--- config.mk ---
export PLATFORM = sky130hd
export DESIGN_NAME = footprint_zone_occupancy_check_flat
export DESIGN_NICKNAME = d
export VERILOG_FILES = /design/src/rtl/core/fzoc_pkg.sv /design/src/rtl/core/fzoc_cell_if.sv /design/src/rtl/core/fzoc_flag_if.sv /design/src/rtl/core/fzoc_cfg_regs.sv /design/src/rtl/core/fzoc_zone_match.sv /design/src/rtl/core/fzoc_zone_count.sv /design/src/rtl/core/footprint_zone_occupancy_check.sv /design/src/flat_wrapper.sv
export SDC_FILE = /design/constraint.sdc
export NUM_CORES = 1
export LEC_CHECK = 0
export ABC_AREA = 1
export BUFFER_PORTS_ARGS = -buffer_cell sky130_fd_sc_hd__buf_2
export CORE_UTILIZATION = 60
export CTS_BUF_LIST = sky130_fd_sc_hd__clkbuf_8
export CTS_CLUSTER_DIAMETER = 30
export CTS_CLUSTER_SIZE = 28
export DETAILED_ROUTE_END_ITERATION = 8
export PLACE_DENSITY = 0.85
export SYNTH_ARGS = -nofsm -noshare
export SYNTH_HDL_FRONTEND = slang
export SYNTH_SLANG_ARGS = --single-unit
--- constraint.sdc ---
create_clock -name clk_i -period 14.2 [get_ports clk_i]
set_clock_uncertainty 0.1 [all_clocks]
set_input_delay 0.71 -clock clk_i [delete_from_list [all_inputs] [get_ports clk_i]]
set_output_delay 0.71 -clock clk_i [all_outputs]
set_load 0.05 [all_outputs]
--- src/rtl/core/fzoc_pkg.sv ---
`timescale 1ns / 1ps
// shared types and constants for the footprint zone occupancy check
// no dependencies

package fzoc_pkg;

  localparam int unsigned CoordW  = 10;
  localparam int unsigned MarginW = 8;
  localparam int unsigned TolW    = 12;
  localparam int unsigned RadSqW  = 20;
  localparam int unsigned CostW   = 8;

  // zone slots in the counter bank
  localparam int unsigned NZones  = 9;
  localparam int unsigned ZFl     = 0;
  localparam int unsigned ZFr     = 1;
  localparam int unsigned ZBr     = 2;
  localparam int unsigned ZBl     = 3;
  localparam int unsigned ZFront  = 4;
  localparam int unsigned ZLeft   = 5;
  localparam int unsigned ZRight  = 6;
  localparam int unsigned ZBack   = 7;
  localparam int unsigned ZDisc   = 8;

  // register map, one 32-bit word each
  localparam int unsigned AddrW   = 5;
  localparam int unsigned IdxW    = 3;
  localparam logic [IdxW-1:0] RegBackX  = 3'd0;
  localparam logic [IdxW-1:0] RegFrontX = 3'd1;
  localparam logic [IdxW-1:0] RegRightY = 3'd2;
  localparam logic [IdxW-1:0] RegLeftY  = 3'd3;
  localparam logic [IdxW-1:0] RegMargin = 3'd4;
  localparam logic [IdxW-1:0] RegTol    = 3'd5;
  localparam logic [IdxW-1:0] RegRadSq  = 3'd6;

  localparam logic [TolW-1:0] TolReset = 12'd1;

  typedef struct packed {
    logic [CoordW-1:0]  box_back_x;
    logic [CoordW-1:0]  box_front_x;
    logic [CoordW-1:0]  box_right_y;
    logic [CoordW-1:0]  box_left_y;
    logic [MarginW-1:0] margin_cells;
    logic [TolW-1:0]    tolerance;
    logic [RadSqW-1:0]  radius_sq;
  } cfg_t;

  typedef struct packed {
    logic front_free;
    logic left_free;
    logic right_free;
    logic rear_free;
    logic disc_free;
  } flags_t;

endpackage

--- src/rtl/core/fzoc_cell_if.sv ---
`timescale 1ns / 1ps
// valid/ready channel carrying one grid cell
// no dependencies

interface fzoc_cell_if;
  logic              valid;
  logic              ready;
  logic [9:0]        cell_x;
  logic [9:0]        cell_y;
  logic signed [7:0] cost;
  logic              last_cell;

  modport source (output valid, output cell_x, output cell_y, output cost,
                  output last_cell, input ready);
  modport sink   (input valid, input cell_x, input cell_y, input cost,
                  input last_cell, output ready);
endinterface

--- src/rtl/core/fzoc_flag_if.sv ---
`timescale 1ns / 1ps
// valid/ready channel carrying the five clear flags of one frame
// no dependencies

interface fzoc_flag_if;
  logic valid;
  logic ready;
  logic front_free;
  logic left_free;
  logic right_free;
  logic rear_free;
  logic disc_free;

  modport source (output valid, output front_free, output left_free,
                  output right_free, output rear_free, output disc_free,
                  input ready);
  modport sink   (input valid, input front_free, input left_free,
                  input right_free, input rear_free, input disc_free,
                  output ready);
endinterface

--- src/rtl/core/fzoc_cfg_regs.sv ---
`timescale 1ns / 1ps
// apb register file for box geometry, margin, tolerance and disc radius
// depends on fzoc_pkg

module fzoc_cfg_regs
  import fzoc_pkg::*;
(
  input  logic             clk_i,
  input  logic             rst_ni,
  input  logic             psel,
  input  logic             penable,
  input  logic             pwrite,
  input  logic [AddrW-1:0] paddr,
  input  logic [31:0]      pwdata,
  output logic [31:0]      prdata,
  output logic             pready,
  output cfg_t             cfg_o
);

  cfg_t            cfg_q;
  logic            wr_en;
  logic [IdxW-1:0] idx;

  assign pready = 1'b1;
  assign wr_en  = psel & penable & pwrite;
  assign idx    = paddr[AddrW-1:2];
  assign cfg_o  = cfg_q;

  always_ff @(posedge clk_i or negedge rst_ni) begin
    if (!rst_ni) begin
      cfg_q.box_back_x   <= '0;
      cfg_q.box_front_x  <= '0;
      cfg_q.box_right_y  <= '0;
      cfg_q.box_left_y   <= '0;
      cfg_q.margin_cells <= '0;
      cfg_q.tolerance    <= TolReset;
      cfg_q.radius_sq    <= '0;
    end else if (wr_en) begin
      unique case (idx)
        RegBackX:  cfg_q.box_back_x   <= pwdata[CoordW-1:0];
        RegFrontX: cfg_q.box_front_x  <= pwdata[CoordW-1:0];
        RegRightY: cfg_q.box_right_y  <= pwdata[CoordW-1:0];
        RegLeftY:  cfg_q.box_left_y   <= pwdata[CoordW-1:0];
        RegMargin: cfg_q.margin_cells <= pwdata[MarginW-1:0];
        RegTol:    cfg_q.tolerance    <= pwdata[TolW-1:0];
        RegRadSq:  cfg_q.radius_sq    <= pwdata[RadSqW-1:0];
        default: ;
      endcase
    end
  end

  always_comb begin
    unique case (idx)
      RegBackX:  prdata = 32'(cfg_q.box_back_x);
      RegFrontX: prdata = 32'(cfg_q.box_front_x);
      RegRightY: prdata = 32'(cfg_q.box_right_y);
      RegLeftY:  prdata = 32'(cfg_q.box_left_y);
      RegMargin: prdata = 32'(cfg_q.margin_cells);
      RegTol:    prdata = 32'(cfg_q.tolerance);
      RegRadSq:  prdata = 32'(cfg_q.radius_sq);
      default:   prdata = '0;
    endcase
  end

endmodule

--- src/rtl/core/fzoc_zone_match.sv ---
`timescale 1ns / 1ps
// per-cell zone membership: eight rectangle tests and the disc distance test
// depends on fzoc_pkg

module fzoc_zone_match
  import fzoc_pkg::*;
#(
  parameter int unsigned GRID_SIZE = 1024
) (
  input  logic              [CoordW-1:0] cell_x_i,
  input  logic              [CoordW-1:0] cell_y_i,
  input  logic signed       [CostW-1:0]  cost_i,
  input  cfg_t                           cfg_i,
  output logic              [NZones-1:0] hits_o
);

  // coordinates widened to signed so bounds may go below zero or past the grid
  localparam int unsigned SW = CoordW + 2;

  logic signed [SW-1:0] x, y, m, bx, fx, ry, ly;
  logic                 xf, xb, xm, yl, yr, ym;
  logic                 counted;
  logic [CoordW:0]      sum_x, sum_y;
  logic [CoordW-1:0]    cx, cy, adx, ady;
  logic signed [CoordW+1:0] dx, dy;
  logic [2*CoordW-1:0]  sqx, sqy;
  logic [2*CoordW:0]    d2;
  logic                 in_disc;

  always_comb begin
    x  = $signed({2'b00, cell_x_i});
    y  = $signed({2'b00, cell_y_i});
    m  = $signed({4'b0000, cfg_i.margin_cells});
    bx = $signed({2'b00, cfg_i.box_back_x});
    fx = $signed({2'b00, cfg_i.box_front_x});
    ry = $signed({2'b00, cfg_i.box_right_y});
    ly = $signed({2'b00, cfg_i.box_left_y});

    xf = (x >= fx)     && (x <= fx + m);
    xb = (x >= bx - m) && (x <= bx);
    xm = (x >= bx)     && (x <= fx);
    yl = (y >= ly)     && (y <= ly + m);
    yr = (y >= ry - m) && (y <= ry);
    ym = (y >= ry)     && (y <= ly);

    // disc center is the floored box midpoint
    sum_x = {1'b0, cfg_i.box_back_x} + {1'b0, cfg_i.box_front_x};
    sum_y = {1'b0, cfg_i.box_right_y} + {1'b0, cfg_i.box_left_y};
    cx    = sum_x[CoordW:1];
    cy    = sum_y[CoordW:1];
    dx    = $signed({2'b00, cell_x_i}) - $signed({2'b00, cx});
    dy    = $signed({2'b00, cell_y_i}) - $signed({2'b00, cy});
    adx   = dx[CoordW+1] ? CoordW'(-dx) : dx[CoordW-1:0];
    ady   = dy[CoordW+1] ? CoordW'(-dy) : dy[CoordW-1:0];
    sqx   = adx * adx;
    sqy   = ady * ady;
    d2    = {1'b0, sqx} + {1'b0, sqy};
    in_disc = d2 <= (2*CoordW+1)'(cfg_i.radius_sq);

    counted = (cost_i > 0) && (32'(cell_x_i) < GRID_SIZE) && (32'(cell_y_i) < GRID_SIZE);

    hits_o         = '0;
    hits_o[ZFl]    = xf && yl;
    hits_o[ZFr]    = xf && yr;
    hits_o[ZBr]    = xb && yr;
    hits_o[ZBl]    = xb && yl;
    hits_o[ZFront] = xf && ym;
    hits_o[ZLeft]  = xm && yl;
    hits_o[ZRight] = xm && yr;
    hits_o[ZBack]  = xb && ym;
    hits_o[ZDisc]  = in_disc;
    if (!counted) begin
      hits_o = '0;
    end
  end

endmodule

--- src/rtl/core/fzoc_zone_count.sv ---
`timescale 1ns / 1ps
// bank of nine saturating zone counters and the frame-end flag evaluation
// depends on fzoc_pkg

module fzoc_zone_count
  import fzoc_pkg::*;
#(
  parameter int unsigned COUNT_BITS = 12
) (
  input  logic              clk_i,
  input  logic              rst_ni,
  input  logic              step_i,
  input  logic [NZones-1:0] hits_i,
  input  logic              last_i,
  input  logic [TolW-1:0]   tolerance_i,
  output flags_t            flags_o
);

  localparam int unsigned SumW = (COUNT_BITS + 2 > TolW) ? COUNT_BITS + 2 : TolW;

  logic [COUNT_BITS-1:0] cnt_q [NZones];
  logic [COUNT_BITS-1:0] cnt_d [NZones];
  logic [SumW-1:0]       tol_w;

  // flags see the counts including the cell that closes the frame
  always_comb begin
    for (int z = 0; z < NZones; z++) begin
      cnt_d[z] = (hits_i[z] && !(&cnt_q[z])) ? cnt_q[z] + 1'b1 : cnt_q[z];
    end
    tol_w = SumW'(tolerance_i);
    flags_o.front_free = (SumW'(cnt_d[ZFront]) + SumW'(cnt_d[ZFl]) + SumW'(cnt_d[ZFr]))
                         < tol_w;
    flags_o.left_free  = (SumW'(cnt_d[ZLeft]) + SumW'(cnt_d[ZFl]) + SumW'(cnt_d[ZBl]))
                         < tol_w;
    flags_o.right_free = (SumW'(cnt_d[ZRight]) + SumW'(cnt_d[ZFr]) + SumW'(cnt_d[ZBr]))
                         < tol_w;
    flags_o.rear_free  = (SumW'(cnt_d[ZBack]) + SumW'(cnt_d[ZBl]) + SumW'(cnt_d[ZBr]))
                         < tol_w;
    flags_o.disc_free  = SumW'(cnt_d[ZDisc]) < tol_w;
  end

  always_ff @(posedge clk_i or negedge rst_ni) begin
    if (!rst_ni) begin
      for (int z = 0; z < NZones; z++) begin
        cnt_q[z] <= '0;
      end
    end else if (step_i) begin
      for (int z = 0; z < NZones; z++) begin
        cnt_q[z] <= last_i ? '0 : cnt_d[z];
      end
    end
  end

endmodule

--- src/rtl/core/footprint_zone_occupancy_check.sv ---
`timescale 1ns / 1ps
// top level: register file, cell input stage, zone match, counter bank, flag output
// depends on fzoc_pkg, fzoc_cell_if, fzoc_flag_if and the fzoc_* submodules

// Takes one grid cell per clock in raster order and counts occupied cells
// (cost above zero) in nine zones around the configured robot box. A cell
// marked last closes the frame: after the input register and the hit register,
// the five clear flags are registered and offered on the output channel and
// the counters restart from zero. Throughput is one cell per cycle, set by the
// single pass from the input register through the zone compares and one
// squaring per axis into a hit register, then the counter bank. The input side
// pauses only when a frame-end cell reaches the counters while the previous
// flag set is still waiting to be taken. Configuration is to be written over
// APB while no cell is in flight; the user must ensure it, the block does not.
module footprint_zone_occupancy_check
  import fzoc_pkg::*;
#(
  parameter int unsigned GRID_SIZE  = 1024,
  parameter int unsigned COUNT_BITS = 12
) (
  input  logic             clk_i,
  input  logic             rst_ni,
  input  logic             psel,
  input  logic             penable,
  input  logic             pwrite,
  input  logic [AddrW-1:0] paddr,
  input  logic [31:0]      pwdata,
  output logic [31:0]      prdata,
  output logic             pready,
  fzoc_cell_if.sink        cell_i,
  fzoc_flag_if.source      flags_o
);

  cfg_t              cfg;
  logic              adv;

  logic              s1_vld_q;
  logic [CoordW-1:0] s1_x_q, s1_y_q;
  logic signed [CostW-1:0] s1_cost_q;
  logic              s1_last_q;

  logic [NZones-1:0] hits;
  logic              s2_vld_q;
  logic [NZones-1:0] s2_hits_q;
  logic              s2_last_q;

  flags_t            flags_d, flags_q;
  logic              out_vld_q, out_vld_d;
  logic              frame_end;

  fzoc_cfg_regs u_cfg (
    .clk_i   (clk_i),
    .rst_ni  (rst_ni),
    .psel    (psel),
    .penable (penable),
    .pwrite  (pwrite),
    .paddr   (paddr),
    .pwdata  (pwdata),
    .prdata  (prdata),
    .pready  (pready),
    .cfg_o   (cfg)
  );

  // the pipe only holds when a new flag set would overwrite one not yet taken
  assign frame_end  = s2_vld_q & s2_last_q;
  assign adv        = !(frame_end && out_vld_q && !flags_o.ready);
  assign cell_i.ready = adv;

  always_ff @(posedge clk_i or negedge rst_ni) begin
    if (!rst_ni) begin
      s1_vld_q <= 1'b0;
      s2_vld_q <= 1'b0;
    end else if (adv) begin
      s1_vld_q <= cell_i.valid;
      s2_vld_q <= s1_vld_q;
    end
  end

  always_ff @(posedge clk_i) begin
    if (adv) begin
      s1_x_q    <= cell_i.cell_x;
      s1_y_q    <= cell_i.cell_y;
      s1_cost_q <= cell_i.cost;
      s1_last_q <= cell_i.last_cell;
      s2_hits_q <= hits;
      s2_last_q <= s1_last_q;
    end
  end

  fzoc_zone_match #(
    .GRID_SIZE (GRID_SIZE)
  ) u_match (
    .cell_x_i (s1_x_q),
    .cell_y_i (s1_y_q),
    .cost_i   (s1_cost_q),
    .cfg_i    (cfg),
    .hits_o   (hits)
  );

  fzoc_zone_count #(
    .COUNT_BITS (COUNT_BITS)
  ) u_count (
    .clk_i       (clk_i),
    .rst_ni      (rst_ni),
    .step_i      (adv & s2_vld_q),
    .hits_i      (s2_hits_q),
    .last_i      (s2_last_q),
    .tolerance_i (cfg.tolerance),
    .flags_o     (flags_d)
  );

  always_comb begin
    out_vld_d = out_vld_q;
    if (adv && frame_end) begin
      out_vld_d = 1'b1;
    end else if (flags_o.ready) begin
      out_vld_d = 1'b0;
    end
  end

  always_ff @(posedge clk_i or negedge rst_ni) begin
    if (!rst_ni) begin
      out_vld_q <= 1'b0;
    end else begin
      out_vld_q <= out_vld_d;
    end
  end

  always_ff @(posedge clk_i) begin
    if (adv && frame_end) begin
      flags_q <= flags_d;
    end
  end

  assign flags_o.valid      = out_vld_q;
  assign flags_o.front_free = flags_q.front_free;
  assign flags_o.left_free  = flags_q.left_free;
  assign flags_o.right_free = flags_q.right_free;
  assign flags_o.rear_free  = flags_q.rear_free;
  assign flags_o.disc_free  = flags_q.disc_free;

endmodule
--- src/flat_wrapper.sv ---
// flat-port wrapper written by rule: the top's interface ports become plain ports
module footprint_zone_occupancy_check_flat import fzoc_pkg::*;
#(
  parameter int unsigned GRID_SIZE  = 1024,
  parameter int unsigned COUNT_BITS = 12
)
  (clk_i, rst_ni, psel, penable, pwrite, paddr, pwdata, prdata, pready, cell_i_valid, cell_i_cell_x, cell_i_cell_y, cell_i_cost, cell_i_last_cell, cell_i_ready, flags_o_valid, flags_o_front_free, flags_o_left_free, flags_o_right_free, flags_o_rear_free, flags_o_disc_free, flags_o_ready);
  fzoc_cell_if cell_i_i ();
  fzoc_flag_if flags_o_i ();
  input  logic clk_i;
  input  logic rst_ni;
  input  logic psel;
  input  logic penable;
  input  logic pwrite;
  input  logic [AddrW-1:0] paddr;
  input  logic [31:0] pwdata;
  output logic [31:0] prdata;
  output logic pready;
  input wire logic [$bits(cell_i_i.valid)-1:0] cell_i_valid;
  input wire logic [$bits(cell_i_i.cell_x)-1:0] cell_i_cell_x;
  input wire logic [$bits(cell_i_i.cell_y)-1:0] cell_i_cell_y;
  input wire logic [$bits(cell_i_i.cost)-1:0] cell_i_cost;
  input wire logic [$bits(cell_i_i.last_cell)-1:0] cell_i_last_cell;
  output wire logic [$bits(cell_i_i.ready)-1:0] cell_i_ready;
  output wire logic [$bits(flags_o_i.valid)-1:0] flags_o_valid;
  output wire logic [$bits(flags_o_i.front_free)-1:0] flags_o_front_free;
  output wire logic [$bits(flags_o_i.left_free)-1:0] flags_o_left_free;
  output wire logic [$bits(flags_o_i.right_free)-1:0] flags_o_right_free;
  output wire logic [$bits(flags_o_i.rear_free)-1:0] flags_o_rear_free;
  output wire logic [$bits(flags_o_i.disc_free)-1:0] flags_o_disc_free;
  input wire logic [$bits(flags_o_i.ready)-1:0] flags_o_ready;
  assign cell_i_i.valid = cell_i_valid;
  assign cell_i_i.cell_x = cell_i_cell_x;
  assign cell_i_i.cell_y = cell_i_cell_y;
  assign cell_i_i.cost = cell_i_cost;
  assign cell_i_i.last_cell = cell_i_last_cell;
  assign cell_i_ready = cell_i_i.ready;
  assign flags_o_valid = flags_o_i.valid;
  assign flags_o_front_free = flags_o_i.front_free;
  assign flags_o_left_free = flags_o_i.left_free;
  assign flags_o_right_free = flags_o_i.right_free;
  assign flags_o_rear_free = flags_o_i.rear_free;
  assign flags_o_disc_free = flags_o_i.disc_free;
  assign flags_o_i.ready = flags_o_ready;
  footprint_zone_occupancy_check #(.GRID_SIZE(GRID_SIZE), .COUNT_BITS(COUNT_BITS)) u_core (.clk_i(clk_i), .rst_ni(rst_ni), .psel(psel), .penable(penable), .pwrite(pwrite), .paddr(paddr), .pwdata(pwdata), .prdata(prdata), .pready(pready), .cell_i(cell_i_i), .flags_o(flags_o_i));
endmodule
==> results.json <==
{
  "endpoint_kind": "flop",
  "max_freq_mhz": 90.6,
  "die_h_microns": 216,
  "dieArea_sq_um": 46800,
  "areaGrowthSynthToFinish_pct": 8.93,
  "cts_root_buf": "clkbuf_8",
  "io-pin-count": 113,
  "overflow": 0,
  "worstSetupPathType": "flop to flop",
  "worst_pin_slew_ns": 1.12,
  "synth_seq_cells": 235,
  "critPathMaxStageDelay_ns": 0.67,
  "portBuffers": 85,
  "synth_area_leaders": "dfrtp_1, ha_1, fa_1",
  "via_count": 24500,
  "track_usage_pct": 32.4,
  "outcome": "finished clean",
  "period_needed_ns": 11.03,
  "cts.clk_slew.worst_paths_ns": 0.07,
  "slowest_stage": "xnor2_2",
  "grt_pass1_wl_mm": 120,
  "drtPass1Iterations": 6,
  "cts_buffer_depth": 3,
  "clock_latency_ns": 0.67,
  "relSlewSlack_pct": 25.3,
  "setup.worst_path.start_class": "flop",
  "setup-tns-final_ns": 0,
  "nets": 4250,
  "setup_viol": 0,
  "reg2reg_slack_ns": 3.17,
  "h-tree-depth": 2,
  "hold_buffers": 0,
  "final-hold-violation-count": 0,
  "ctsResizeCount": 0,
  "synth_ff_type": "dfrtp_1",
  "finalCritPeriodShare_pct": 77.7,
  "wl_per_cell_microns": 17.6,
  "cp-startpoint": "u_core.u_cfg.cfg_o[40]$_DFFE_PN0P_",
  "synth.top_cell.area_share_pct": 17.2,
  "via_per_inst": 5.73,
  "antenna_found_initial": 0,
  "place_congestion": 1.01,
  "ant_nets": 0,
  "syn_avg_cell_area_sq_um": 7.84,
  "reg2reg_to": "u_core.s2_hits_q[8]$_SDFFCE_PP0N_",
  "numCtsBuffers": 57,
  "finalMaxSlewViolations": 0,
  "async_flop_share_pct": 81.3,
  "final_cells": 4268,
  "rows": 78,
  "path_common_cell": "nand2_1",
  "utilization_pct": 66.2,
  "syn_inst": 3520,
  "drive_above_1_share_pct": 6.98,
  "grt_max_degree": 114,
  "postCtsSetupRepairBufs": 0,
  "cts_tree": "yes",
  "crit_end": "u_core.s2_hits_q[8]$_SDFFCE_PP0N_",
  "synth_top_area_cell": "dfrtp_1",
  "hp-class": "primary input to async pin",
  "die_x_microns": 216,
  "ys_seq_area_share_pct": 22.1,
  "start_util_pct": 60.8,
  "ys_warn_count": 0,
  "drtIter0Drc": 2187,
  "wirelength_mm": 74.9,
  "reg2reg_from": "u_core.u_cfg.cfg_o[40]$_DFFE_PN0P_",
  "worstPathRequired_ns": 14.61,
  "drv_cap": 0,
  "cts_sinks": 235,
  "ys_types": 65,
  "grt_pass1_vias": 23800,
  "dpl.hpwl_mm": 57.6,
  "synth_edf_count": 44,
  "arrival_ns": 11.44,
  "r2r_cells": 53,
  "rsz0062_at_grt": "no",
  "drcViolationCount": 0,
  "core_sq_um": 45400,
  "post-place-cells": 4161,
  "path_max_fanout": 14,
  "synth.cell_area_sq_um": 27600
}
-- per-layer routing --
layer	GRT usage (%)	wire, microns	vias up
li1	-	-	11600
met1	41.6	30200	11400
met2	52.2	33900	1166
met3	7.02	7310	240
met4	15.1	3510	0
met5	0	0	-
-- worst min-delay path by stage --
stage | depth (start not counted) | startpoint | to
5_1_grt | 1 | cell_i_cell_y[0] | u_core.s1_y_q[0]$_DFFE_PN_
6_report | 1 | rst_ni | u_core.u_count.cnt_q[35]$_DFFE_PN0P_
3_3_place_gp | 0 | u_core.s1_last_q$_DFFE_PN_ | u_core.s2_last_q$_DFFE_PN_
2_1_floorplan | 0 | u_core.s1_last_q$_DFFE_PN_ | u_core.s2_last_q$_DFFE_PN_
4_1_cts | 1 | rst_ni | u_core.u_count.cnt_q[34]$_DFFE_PN0P_
3_5_place_dp | 0 | u_core.s1_last_q$_DFFE_PN_ | u_core.s2_last_q$_DFFE_PN_
-- critical path: cells and delay by family, from the launching register on --
kind,cells,cell delay (ns)
buffers and inverters,6,0.44
xor gates and xnor gates,2,0.86
DFF,1,0.51
adders and majority gates,11,4.85
and+or+nand+nor,24,2.35
AOI/OAI and AO/OA,10,1.74
-- flip-flops by register name (all words and copies together) (netlist names) --
| signal | count |
|---|---|
| u_core.s1_vld_q | 1 |
| u_core.u_count.cnt_q | 108 |
| u_core.s1_y_q | 10 |
| u_core.s2_hits_q | 9 |
| u_core.s1_last_q | 1 |
| u_core.flags_o.disc_free | 1 |
| u_core.s1_cost_q | 8 |
| u_core.u_cfg.cfg_o | 80 |
| u_core.s2_vld_q | 1 |
| u_core.s1_x_q | 10 |
| u_core.flags_o.front_free | 1 |
| u_core.s2_last_q | 1 |
| u_core.flags_o.valid | 1 |
| u_core.flags_o.left_free | 1 |
| u_core.flags_o.right_free | 1 |
| u_core.flags_o.rear_free | 1 |
-- placed cells by master (no fill, tap or decap), drive strengths merged, types with 17 or more instances in the layout --
cell	count
buf	91
a21oi	198
xor2	154
edfxtp	44
clkbuf	65
nor2	266
o22ai	55
fa	191
nor3	61
dfrtp	190
nand2	695
nand4	46
nand3	133
a21o	17
ha	366
xnor2	44
inv	664
o21ai	218
-- logic make-up (layout without fill, tap and decap cells) --
logic type / Yosys count / count (layout) / synth area share [%]
AOI/OAI and AO/OA: 580 / 580 / 12.0
adders and majority gates: 557 / 557 / 30.5
xor gates and xnor gates: 198 / 198 / 6.63
and+or+nand+nor: 1233 / 1233 / 18.8
other: 2 / 15 / 0.0272
buffers and inverters: 715 / 850 / 9.97
DFF: 235 / 235 / 22.1
-- synth_stat cells (13+ instances only) --
| library cell | count |
|---|---|
| nand2_1 | 683 |
| inv_1 | 637 |
| ha_1 | 366 |
| nor2_1 | 261 |
| o21ai_0 | 210 |
| a21oi_1 | 197 |
| fa_1 | 191 |
| dfrtp_1 | 190 |
| xor2_1 | 150 |
| nand3_1 | 129 |
| nor3_1 | 57 |
| o22ai_1 | 55 |
| nand4_1 | 46 |
| edfxtp_1 | 44 |
| clkbuf_1 | 42 |
| xnor2_1 | 40 |
| a21o_1 | 17 |
| nor4_1 | 16 |
| inv_2 | 15 |
| a211oi_1 | 14 |
| buf_4 | 14 |
| a22o_1 | 13 |
-- cell type report --
cell class,instances,area (sq um)
antenna,2,5.00
timing repair buffer,92,487
tap,600,751
sequential,235,6100
clock inverter,41,578
fill,3697,15300
multi-input combinational,2581,18800
inverter,653,2450
clock buffer,64,881
-- per-stage QoR --
step	hold slack (ns)	instance area, sq um	worst slack, ns
after detailed placement	0.316	28600	3.37
after floorplan	0.300	27600	4.75
after global placement	0.301	28600	3.46
after CTS	0.0657	30100	3.35
final	0.0158	30100	3.17
after global routing	0.0876	30100	2.46
Power is not shown: default switching activity piles up to over one toggle a cycle in this logic, so the estimate is an artifact.
